## config.mk

```make
export PLATFORM = sky130hd
export DESIGN_NAME = trs_fifo
export DESIGN_NICKNAME = d
export VERILOG_FILES = /design/src/rtl/core/trs_pkg.sv /design/src/rtl/core/trs_fifo.sv
export SDC_FILE = /design/constraint.sdc
export NUM_CORES = 1
export LEC_CHECK = 0
export BUFFER_PORTS_ARGS = -buffer_cell sky130_fd_sc_hd__buf_4
export CAP_MARGIN = 20
export CORE_MARGIN = 10
export CORE_UTILIZATION = 25
export CTS_CLUSTER_SIZE = 40
export DETAILED_ROUTE_END_ITERATION = 8
export GPL_TIMING_DRIVEN = 0
export HOLD_SLACK_MARGIN = 0.02
export PLACE_DENSITY = 0.42
export SLEW_MARGIN = 15
export SYNTH_ARGS = -nofsm -noshare
export SYNTH_HDL_FRONTEND = slang
export SYNTH_SLANG_ARGS = --single-unit
```

## constraint.sdc

```tcl
create_clock -name clk_i -period 3.6 [get_ports clk_i]
set_input_delay 0 -clock clk_i [delete_from_list [all_inputs] [get_ports clk_i]]
set_output_delay 0 -clock clk_i [all_outputs]
set_load 0.01 [all_outputs]
```

## src/rtl/core/trs_pkg.sv

```systemverilog
// Shared types, constants and helpers of the reverse-sequence tensor core.
// Used by the front end, the command queue, the execution engine and the top level.
// No dependencies.
package trs_pkg;

  localparam int unsigned IDX_W       = 12;
  localparam int unsigned VAL_W       = 32;
  localparam int unsigned LEN_W       = 13;
  localparam int unsigned EXT_W       = 13;
  localparam int unsigned CMD_W       = 2;
  localparam int unsigned ELEM_W      = 32;
  localparam int unsigned NUM_DIMS    = 4;
  localparam int unsigned DIM_W       = 2;
  localparam int unsigned S_TDATA_W   = 64;
  localparam int unsigned APB_AW      = 5;
  localparam int unsigned APB_DW      = 32;
  localparam int unsigned QUEUE_DEPTH = 2;
  localparam int unsigned DIV_STEP    = 4;
  localparam int unsigned DIV_CYCLES  = IDX_W / DIV_STEP;
  localparam int unsigned DIV_CNT_W   = 2;

  localparam int unsigned DEF_MAX_ELEMENTS = 4096;
  localparam int unsigned DEF_MAX_BATCHES  = 256;

  // Command codes on the input stream.
  localparam logic [CMD_W-1:0] CMD_WR_ELEM = 2'd0;
  localparam logic [CMD_W-1:0] CMD_WR_LEN  = 2'd1;
  localparam logic [CMD_W-1:0] CMD_READ    = 2'd2;

  // Register indexes on the configuration port (byte address / 4).
  localparam logic [2:0] REG_SIZE_DIM0  = 3'd0;
  localparam logic [2:0] REG_SIZE_DIM1  = 3'd1;
  localparam logic [2:0] REG_SIZE_DIM2  = 3'd2;
  localparam logic [2:0] REG_SIZE_DIM3  = 3'd3;
  localparam logic [2:0] REG_SEQ_AXIS   = 3'd4;
  localparam logic [2:0] REG_BATCH_AXIS = 3'd5;

  typedef enum logic [1:0] {
    OP_WR_ELEM,
    OP_WR_LEN,
    OP_READ
  } op_e;

  typedef enum logic [3:0] {
    ST_IDLE,
    ST_TOTAL,
    ST_CHECK,
    ST_DIV,
    ST_LEN,
    ST_REV,
    ST_MUL,
    ST_ADD,
    ST_EMIT
  } state_e;

  typedef struct packed {
    logic [EXT_W-1:0] size_dim0;
    logic [EXT_W-1:0] size_dim1;
    logic [EXT_W-1:0] size_dim2;
    logic [EXT_W-1:0] size_dim3;
    logic [DIM_W-1:0] seq_axis;
    logic [DIM_W-1:0] batch_axis;
  } trs_cfg_t;

  typedef struct packed {
    op_e              op;
    logic [IDX_W-1:0] index;
    logic [VAL_W-1:0] value;
    logic [LEN_W-1:0] seq_len;
  } trs_item_t;

  typedef struct packed {
    logic full;
    logic empty;
  } trs_qstat_t;

  // Extent of one dimension; a zero extent counts as one.
  function automatic logic [EXT_W-1:0] ext_of(trs_cfg_t cfg, logic [DIM_W-1:0] dim);
    logic [EXT_W-1:0] e;
    case (dim)
      2'd0:    e = cfg.size_dim0;
      2'd1:    e = cfg.size_dim1;
      2'd2:    e = cfg.size_dim2;
      default: e = cfg.size_dim3;
    endcase
    if (e == '0) begin
      e = EXT_W'(1);
    end
    return e;
  endfunction

endpackage

```

## src/rtl/core/trs_fifo.sv

```systemverilog
// Short command queue between the front end and the execution engine.
// Holds classified items so both sides stall independently. Depends on trs_pkg.
module trs_fifo (
  input  logic                 clk_i,
  input  logic                 rst_ni,
  input  logic                 push_i,
  input  trs_pkg::trs_item_t   item_i,
  input  logic                 pop_i,
  output trs_pkg::trs_item_t   item_o,
  output trs_pkg::trs_qstat_t  stat_o
);
  import trs_pkg::*;

  localparam int unsigned PW = (QUEUE_DEPTH > 1) ? $clog2(QUEUE_DEPTH) : 1;

  trs_item_t     slots_q [QUEUE_DEPTH];
  logic [PW-1:0] wr_ptr_q, wr_ptr_d;
  logic [PW-1:0] rd_ptr_q, rd_ptr_d;
  logic [PW:0]   count_q, count_d;

  always_comb begin
    wr_ptr_d = wr_ptr_q;
    rd_ptr_d = rd_ptr_q;
    count_d  = count_q;
    if (push_i) begin
      wr_ptr_d = (32'(wr_ptr_q) == QUEUE_DEPTH - 1) ? '0 : wr_ptr_q + PW'(1);
    end
    if (pop_i) begin
      rd_ptr_d = (32'(rd_ptr_q) == QUEUE_DEPTH - 1) ? '0 : rd_ptr_q + PW'(1);
    end
    if (push_i && !pop_i) begin
      count_d = count_q + (PW+1)'(1);
    end else if (pop_i && !push_i) begin
      count_d = count_q - (PW+1)'(1);
    end
  end

  always_ff @(posedge clk_i or negedge rst_ni) begin
    if (!rst_ni) begin
      wr_ptr_q <= '0;
      rd_ptr_q <= '0;
      count_q  <= '0;
    end else begin
      wr_ptr_q <= wr_ptr_d;
      rd_ptr_q <= rd_ptr_d;
      count_q  <= count_d;
    end
  end

  always_ff @(posedge clk_i) begin
    if (push_i) begin
      slots_q[wr_ptr_q] <= item_i;
    end
  end

  assign item_o       = slots_q[rd_ptr_q];
  assign stat_o.full  = (32'(count_q) == QUEUE_DEPTH);
  assign stat_o.empty = (count_q == '0);

endmodule

```

Yosys cells after proc, flatten, opt, wreduce, memory -nomap -nowiden --
Memory sizes are Yosys's and may differ from the RTL's. Cells that the tools add are included. Widths: inputs -> output; s select.
Operators by class: $add $sub $neg 4, eq/ne operators 1, muxes and demuxes 6, reductions and logical operators 6
Operators by type and width (number):
- $mux 1 | 4
- $mux 2 | 2
- $add 1x1->1 const B | 2
- $add 2x1->2 const B | 1
- $eq 2x2->1 const B | 1
- $logic_and 1x1->1 | 2
- $logic_not 1->1 | 2
- $logic_not 2->1 | 1
- $reduce_bool 2->1 | 1
- $sub 2x1->2 const B | 1
Storage, ports and cells: bits in registers 4, RAM bits 118, output and inout port bits 61, memories kept 1
Memory list:
- slots_q | words 2, width 59, read ports 1, clocked after memory_dff 0, write ports 1, RTL line trs_fifo.sv:16 | trs_item_t slots_q [QUEUE_DEPTH];

Logic depth before layout (Yosys ltp) --
Gate-level depths: netlist of run 1.
word-level depth 4, mapped depth 5, gate-level depth less buffers 5

Worst setup path after synthesis of run 1 --
Ideal clock, no wire load.
path type register -> register, from register wr_ptr_q, to memory slots_q[0][0] in the netlist's numbering, enable pin, setup time 0.483 ns, arrival time 3.028 ns, required time 3.117 ns, path slack 0.089 ns, cell stages (with the launch flop) 2, buffers on the path 0, period minus slack after synthesis 3.511 ns, cell sequence dfrtp_1 -> nor2b_1
RTL lines:
- start, declared | RTL line trs_fifo.sv:17 | logic [PW-1:0] wr_ptr_q, wr_ptr_d;
- start signal, assigned | RTL line trs_fifo.sv:44 | wr_ptr_q <= wr_ptr_d;
- end, declared | RTL line trs_fifo.sv:16
Straight into the memory's write port.

Worst setup path in the final report of run 1 --
from register wr_ptr_q, to memory slots_q[0][50] in the netlist's numbering, enable pin
Straight into the memory's write port.

==> impl_metrics.yaml, run 1 <==
timing:
  fin_skew_ps: 4.27
  max_freq_mhz: 631
  rsz0062_at_grt: "no"
  setup_viol: 0
  slew_viol_final: 0
  hold_violations: 0
  period_needed_ps: 1580
  relSlewSlack: 0.529
  tightest_slew_ps: 705
  post-route-period-util: 0.440
floorplan:
  fp-row-count: 50
  die_y_um: 158
  ios: 124
  initial_utilization: 0.254
  die-area_mm2: 0.0249
  core_mm2: 0.0187
  die_x_um: 158
setup_path:
  reg2reg_to: "slots_q[0][50]"
  endpoint_kind: "flop"
  crit_fanout: 21
  critPathKind: "flop to flop"
  rr_worst_depth: 2
  regToRegSetupSlack_ps: 2020
  cp_data_arrival_time_ps: 1690
  required_ps: 3700
  start_kind: "flop"
  r2r-start: "wr_ptr_q"
final_layout:
  final_area_mm2: 0.00723
  utilization: 0.387
  seqCellArea_mm2: 0.00364
  area_delta_synth_final_pct: 52.3
  final_common_cell: "buf_4"
  drive_gt1_frac: 0.522
  antenna-diode-count: 0
  num-fill-cells: 1732
  nNetsFinal: 472
  layout_common_cells: "123 x buf_4, 118 x edfxtp_1, 63 x dlygate4sd3_1, 59 x mux2_4, 17 x clkbuf_16"
  multi_input_area_um2: 978
detailed_routing:
  first_pass_iters: 4
  totalWireLength_um: 10300
  drtIter0Drc: 29
  vias: 2533
  drt.antenna.violating_nets: 0
  wl_per_cell_um: 15.8
  drc: 0
  vias_per_cell: 3.88
worst_hold_path:
  hp-start: "item_i[28]"
  hold_path.class: "primary input to flop"
  holdPathStages: 2
  hold_end: "slots_q[1][28]"
grt:
  track_usage: 0.0861
  grt_overflow: 0
  grt_max_degree: 39
  antenna_found_initial: 0
  grt_pass1_vias: 2969
  grt_first_pass_wirelength_um: 15900
clock_tree:
  cts_tree: "yes"
  numCtsBuffers: 17
  clk_pin_slew_worst_paths_ps: 50
  cts_sinks: 122
  htree_levels: 4
  cts_max_path_buffers: 2
  insertion_delay_ps: 400
  cts_resized: 0
  cts-root-buf: "clkbuf_16"
synth:
  yosysWarningCount: 0
  synth.distinct_cells: 12
  ys_ff_latch: 122
  ys_seq_area_frac: 0.768
  synth_nets: 264
  syn_area_mm2: 0.00475
  synthCells: 200
  postSynthAreaPerCell_um2: 23.7
placed_design:
  post_dp_cell_area_mm2: 0.00604
  io_buffers: 123
  place_congestion: 0.656
  place_hpwl_um: 6880
run_status:
  status: "finished clean"
power_and_ir_drop:
  p_leak_nw: 2.90
  peakVddDrop_uv: 316
  powerDensity_mw_per_mm2: 760
job:
  max_cap_viol_count: 0
## critical path, cell delays in order (launching register included)
cell and delay (ps):
dfrtp_1 420, nor2b_4 590, buf_12 260
## routing by layer
metal | track usage | wire (um)
met1 | 0.0964 | 4280
met2 | 0.137 | 5110
met3 | 0.0415 | 774
met4 | 0.0361 | 134
met5 | 0 | 0
## timing repair
item / in CTS / in global routing
setup buffers: 0 / 0
hold buffers: 63 / 0
hold endpoints to repair: 125 / 0
## how the worst max path moves through the flow
stage / start / endpoint / slack (ps) / cells after the start
after CTS: wr_ptr_q / slots_q[0][19] / 1940 / 2
after floorplan: wr_ptr_q / slots_q[0][0] / 90 / 1
final: wr_ptr_q / slots_q[0][50] / 2020 / 2
after global placement: wr_ptr_q / slots_q[0][17] / -2060 / 1
after global routing: wr_ptr_q / slots_q[0][35] / 1910 / 2
after detailed placement: wr_ptr_q / slots_q[0][19] / 1950 / 2
## state kept, by name, indices dropped and copies added (netlist names)
| register | cells |
|---|---|
| rd_ptr_q | 1 |
| count_q | 2 |
| slots_q | 118 |
| wr_ptr_q | 1 |
## cell type report
type,instances,area share
Clock inverter,12,0.0185
Clock buffer,17,0.0588
Buffer,7,0.0182
Multi-Input combinational cell,70,0.135
Sequential cell,122,0.504
Inverter,1,0.000519
Tap cell,234,0.0405
Timing Repair Buffer,189,0.224
## cell usage after synthesis
cell type | n | area share
nor2_1 | 2 | 0.0016
mux2_4 | 59 | 0.19
nor2b_1 | 2 | 0.0026
and2_1 | 1 | 0.0013
dfrtp_1 | 4 | 0.021
ha_1 | 1 | 0.0026
buf_6 | 1 | 0.0024
buf_12 | 6 | 0.025
xor2_1 | 4 | 0.0074
edfxtp_1 | 118 | 0.75
inv_1 | 1 | 0.00079
xnor2_1 | 1 | 0.0018
## report_power, final
part           total (mW)  switching [mW]  internal, mW
logic                1.91           0.810          1.10
registers            1.96          0.0745          1.89
clock network        1.62           0.564          1.06
total                5.50            1.45          4.05
## stage by stage
step | std cells | worst slack [ps] | hold WS (ps) | setup TNS (ps) | power, mW
floorplan | 200 | 89.2 | -296 | 0 | 3.13
detailed placement | 560 | 1950 | -198 | 0 | 3.92
finish | 652 | 2020 | 320 | 0 | 5.50
global route | 652 | 1910 | 310 | 0 | 5.81
CTS | 652 | 1940 | 292 | 0 | 5.64
global placement | 557 | -2060 | -200 | -121390 | 3.89
## cell families (layout without fill, tap and decap cells)
family,Yosys count,count (layout),synth area share
multiplexers,59,59,0.187
flip-flops,122,122,0.768
buffers and inverters,8,226,0.0285
adder cells (fa/ha/maj),1,1,0.00264
XOR/XNOR,5,5,0.00922
AND/OR/NAND/NOR,5,5,0.00554
No activity file was read; power rests on OpenSTA's default activity.
==> run 2: changes to the inputs <==
PLACE_DENSITY = 0.41   (was 0.42)
clock period = 1.58 ns   (was 3.6 ns; I/O delays follow)
==> run 2 against run 1 <==
- sequential share of layout area is 1.5 points lower
- flip-flop and latch count is the same
- worst setup slack worse by 2000 ps
- clock skew grew 5.2 ps
- largest power group is now combinational logic
- combinational power increased to 2.6 times the previous value
- non-clock buffer count rose by 1
- register-to-register slack lost 1900 ps
- utilization rose by 1.2 points
- critical path depth increased by 2
- sequential power up 130%
- total power up 140%
==> impl_metrics.yaml, run 2 (synthesized netlist as in run 1, its figures left out) <==
job:
  max_cap_viol_count: 0
timing:
  post-route-period-util: 0.986
  relSlewSlack: 0.460
  hold_ws_ps: 317
  tightest_slew_ps: 806
  rsz0062_at_grt: "yes"
  max_freq_mhz: 642
  setup_viol: 0
  setup_slack_ps: 21.9
  fin_skew_ps: 9.43
  hold_violations: 0
  period_needed_ps: 1560
  slew_viol_final: 0
final_layout:
  nNetsFinal: 474
  utilization: 0.399
  largest_register_ffs: 118
  area_delta_synth_final_pct: 57.2
  layout_common_cells: "118 x edfxtp_1, 65 x buf_4, 63 x dlygate4sd3_1, 59 x mux2_4, 59 x buf_6"
  reg_top3: "slots_q: 118 flops, count_q: 2 flops"
  drive_gt1_frac: 0.526
  largest_register: "slots_q"
  final_common_cell: "edfxtp_1"
  antenna-diode-count: 0
clock_tree:
  cts_tree: "yes"
  numCtsBuffers: 17
  cts-root-buf: "clkbuf_16"
  clk_pin_slew_worst_paths_ps: 50
  htree_levels: 4
  cts_max_path_buffers: 2
  insertion_delay_ps: 400
  cts_sinks: 122
setup_path:
  required_ps: 1580
  regToRegSetupSlack_ps: 100
  cp_data_arrival_time_ps: 1560
  critPathKind: "flop to primary output"
  endpoint_kind: "primary output"
  crit_fanout: 10
  start_kind: "flop"
grt:
  grt_max_degree: 34
  grt_first_pass_wirelength_um: 15700
  antenna_found_initial: 0
  track_usage: 0.0843
  grt_pass1_vias: 2879
  grt_overflow: 0
floorplan:
  initial_utilization: 0.254
  die-area_mm2: 0.0249
  core_mm2: 0.0187
  fp-row-count: 50
  die_y_um: 158
  ios: 124
  die_x_um: 158
detailed_routing:
  vias: 2539
  drt.antenna.violating_nets: 0
  vias_per_cell: 3.87
  first_pass_iters: 4
  totalWireLength_um: 10100
  drc: 0
  wl_per_cell_um: 15.5
  drtIter0Drc: 67
power_and_ir_drop:
  powerDensity_mw_per_mm2: 1740
  p_leak_nw: 2.98
  peakVddDrop_uv: 703
placed_design:
  place_hpwl_um: 6870
  dp_slack_ps: -105
  io_buffers: 123
  place_congestion: 0.631
run_status:
  status: "finished clean"
worst_hold_path:
  hold_path.class: "primary input to flop"
[run 2: cell count changes in the layout (fill, tap and decap cells not counted), sizes merged]
cell,previous run,this run
clkbuf,17,21
buf,133,134
nor2b,2,3
bufinv,3,2
clkinv,7,6
[run 2: final cells by class]
| type | instances | area (um2) |
|---|---|---|
| Timing Repair Buffer | 190 | 1850 |
| Multi-Input combinational cell | 71 | 987 |
| Sequential cell | 122 | 3640 |
| Buffer | 7 | 140 |
| Clock buffer | 21 | 440 |
| Inverter | 1 | 3.75 |
| Clock inverter | 10 | 103 |
| Tap cell | 234 | 293 |
| Fill cell | 1721 | 11200 |
[run 2: worst max-delay path: stages (launching register included)]
cell and delay (ps):
dfrtp_1 390, buf_12 160, buf_12 150, mux2_4 310, buf_6 120
[run 2: per-stage QoR]
stage | power, mW | cells | area, um2 | TNS (ps)
floorplan | 7.11 | 200 | 4760 | -10330
global placement | 8.81 | 557 | 5970 | -83690
detailed placement | 8.92 | 560 | 6040 | -3920
CTS | 13.3 | 656 | 7460 | -27.2
global route | 13.7 | 656 | 7460 | -677
finish | 13.0 | 656 | 7460 | 0
[run 2: path summary, 6_finish.rpt]
path | start | to | depth (start not counted)
worst min register to register | count_q[1] | count_q[1] | 1
max in group asynchronous | rst_ni | wr_ptr_q | 3
worst min-delay path | item_i[14] | slots_q[0][14] | 2
min in group asynchronous | rst_ni | count_q[0] | 3
worst max register to register | wr_ptr_q | slots_q[1][57] | 2
worst max-delay path | rd_ptr_q | item_o[44] | 4
[run 2: layer usage]
layer | vias up | GRT usage | wire length, um
met5 | - | 0 | 0
met4 | 0 | 0.0307 | 108
met3 | 7 | 0.0467 | 896
met1 | 1240 | 0.0961 | 4340
met2 | 78 | 0.130 | 4790
li1 | 1214 | - | -
[run 2: what timing repair did]
action | CTS | global route
setup buffers | 1 | 0
pin swaps | 1 | 0
resized for setup | 62 | 0
hold buffers | 63 | 0
gates cloned | 1 | 0
hold endpoints to repair | 125 | 0
endpoints found under the setup margin | 100 | 59
[run 2: power by group]
group	switching [mW]	internal, mW
logic	1.96	2.94
registers	0.180	4.30
clock network	1.29	2.28
total	3.43	9.52
==> run 3: changes to the inputs <==
CORE_MARGIN = default   (was 10)
==> run 3 against run 2 <==
- via count up 0.39%
- clock skew up 10 ps
- final cell count up 0.15%
- register-to-register slack worse by 60 ps
- global-route usage up 1.7 points
- die area down 22%
- critical path type unchanged
- first-iteration DRC count down 39%
- flip-flop and latch count unchanged
- critical endpoint is now item_o[12]
- worst setup slack worse by 5.9 ps
- combinational power about the same
- wire length down 7.9%
==> impl_metrics.yaml, run 3 (synthesized netlist as in run 1, its figures left out) <==
grt:
  grt_max_degree: 32
  track_usage: 0.101
  grt_pass1_vias: 2705
  grt_overflow: 0
  grt_first_pass_wirelength_um: 14400
  antenna_found_initial: 0
floorplan:
  die-area_mm2: 0.0195
  core_mm2: 0.0186
  die_y_um: 140
  fp-row-count: 50
  ios: 124
  initial_utilization: 0.255
  die_x_um: 140
detailed_routing:
  drtIter0Drc: 41
  drc: 0
  totalWireLength_um: 9340
  first_pass_iters: 4
  wl_per_cell_um: 14.2
  vias_per_cell: 3.88
  vias: 2549
  drt.antenna.violating_nets: 0
final_layout:
  antenna-diode-count: 0
  num-fill-cells: 1724
  largest_register: "slots_q"
  seqCellArea_mm2: 0.00364
  final_common_cell: "edfxtp_1"
  drive_gt1_frac: 0.530
  area_delta_synth_final_pct: 58.3
  layout_common_cells: "118 x edfxtp_1, 64 x buf_4, 63 x dlygate4sd3_1, 59 x mux2_4, 59 x buf_6"
  utilization: 0.403
  largest_register_ffs: 118
  reg_top3: "slots_q: 118 flops, count_q: 2 flops"
  multi_input_area_um2: 986
  nNetsFinal: 474
clock_tree:
  cts_tree: "yes"
  htree_levels: 4
  cts_sinks: 122
  cts-root-buf: "clkbuf_16"
  insertion_delay_ps: 420
  cts_max_path_buffers: 2
  clk_pin_slew_worst_paths_ps: 60
  numCtsBuffers: 17
power_and_ir_drop:
  peakVddDrop_uv: 715
  p_leak_nw: 3.01
  powerDensity_mw_per_mm2: 1750
  power.total_mw: 13.1
timing:
  hold_ws_ps: 305
  post-route-period-util: 0.990
  slew_viol_final: 0
  rsz0062_at_grt: "yes"
  fin_skew_ps: 19.6
  max_freq_mhz: 639
  relSlewSlack: 0.730
  tightest_slew_ps: 405
  period_needed_ps: 1560
  setup_viol: 0
  hold_violations: 0
setup_path:
  endpoint_kind: "primary output"
  cp_data_arrival_time_ps: 1560
  critPathKind: "flop to primary output"
  required_ps: 1580
  start_kind: "flop"
  crit_fanout: 10
placed_design:
  place_congestion: 0.627
  io_buffers: 123
  place_hpwl_um: 5790
run_status:
  status: "finished clean"
worst_hold_path:
  hold_path.class: "primary input to flop"
job:
  max_cap_viol_count: 0
-- run 3: layout make-up --
class,instances,area share
flip-flops and latches,122,0.485
well taps,234,0.0390
multi-input cells,71,0.131
clock buffers,24,0.0641
inverters,1,0.000500
clock inverters,8,0.0127
repair buffers,190,0.249
plain buffers,7,0.0187
-- run 3: timing repair --
action,CTS,global route
gates cloned,0,1
setup buffers,0,0
gates resized for setup,61,0
pin swaps,0,1
endpoints found under the hold margin,125,0
hold buffers,63,0
setup endpoints to repair,59,90
-- run 3: per-layer routing --
layer  vias up  wire (um)  track usage  part of all wire
met3        17        478       0.0389             0.051
met2        85       4620        0.160              0.49
met1      1235       4020        0.118              0.43
met5         -          0            0                 0
met4         0        219       0.0578             0.023
li1       1212          -            -                 -
-- run 3: worst paths after layout --
kind / start / cells after the start / end / slack, ps
worst max-delay path: rd_ptr_q / 4 / item_o[12] / 20
worst min-delay path: item_i[38] / 2 / slots_q[1][38] / 300
worst max register to register: wr_ptr_q / 3 / slots_q[0][17] / 40
worst min register to register: count_q[1] / 1 / count_q[1] / 490
max in group asynchronous: rst_ni / 3 / rd_ptr_q / 890
min in group asynchronous: rst_ni / 3 / count_q[1] / 510
-- run 3: worst max-delay path, cell delays in order, from the launching register on --
cell     delay [ps]
dfrtp_1         390
buf_12          160
buf_12          150
mux2_4          310
buf_6           120
-- run 3: metrics by stage --
step	cells	setup slack, ps	TNS [ps]	cell area [um2]
global route	657	-33.9	-1490	7510
floorplan	200	-142	-10330	4760
CTS	656	-9.68	-163	7510
detailed placement	561	14.5	0	6070
finish	657	16.0	0	7510
global placement	557	-846	-85720	5970
-- run 3: report_power, final --
part	switching, mW	internal, mW	leakage, nW
Combinational	1.93	2.96	1.58
Sequential	0.184	4.30	1.15
Clock	1.34	2.43	0.280
Total	3.45	9.69	3.01
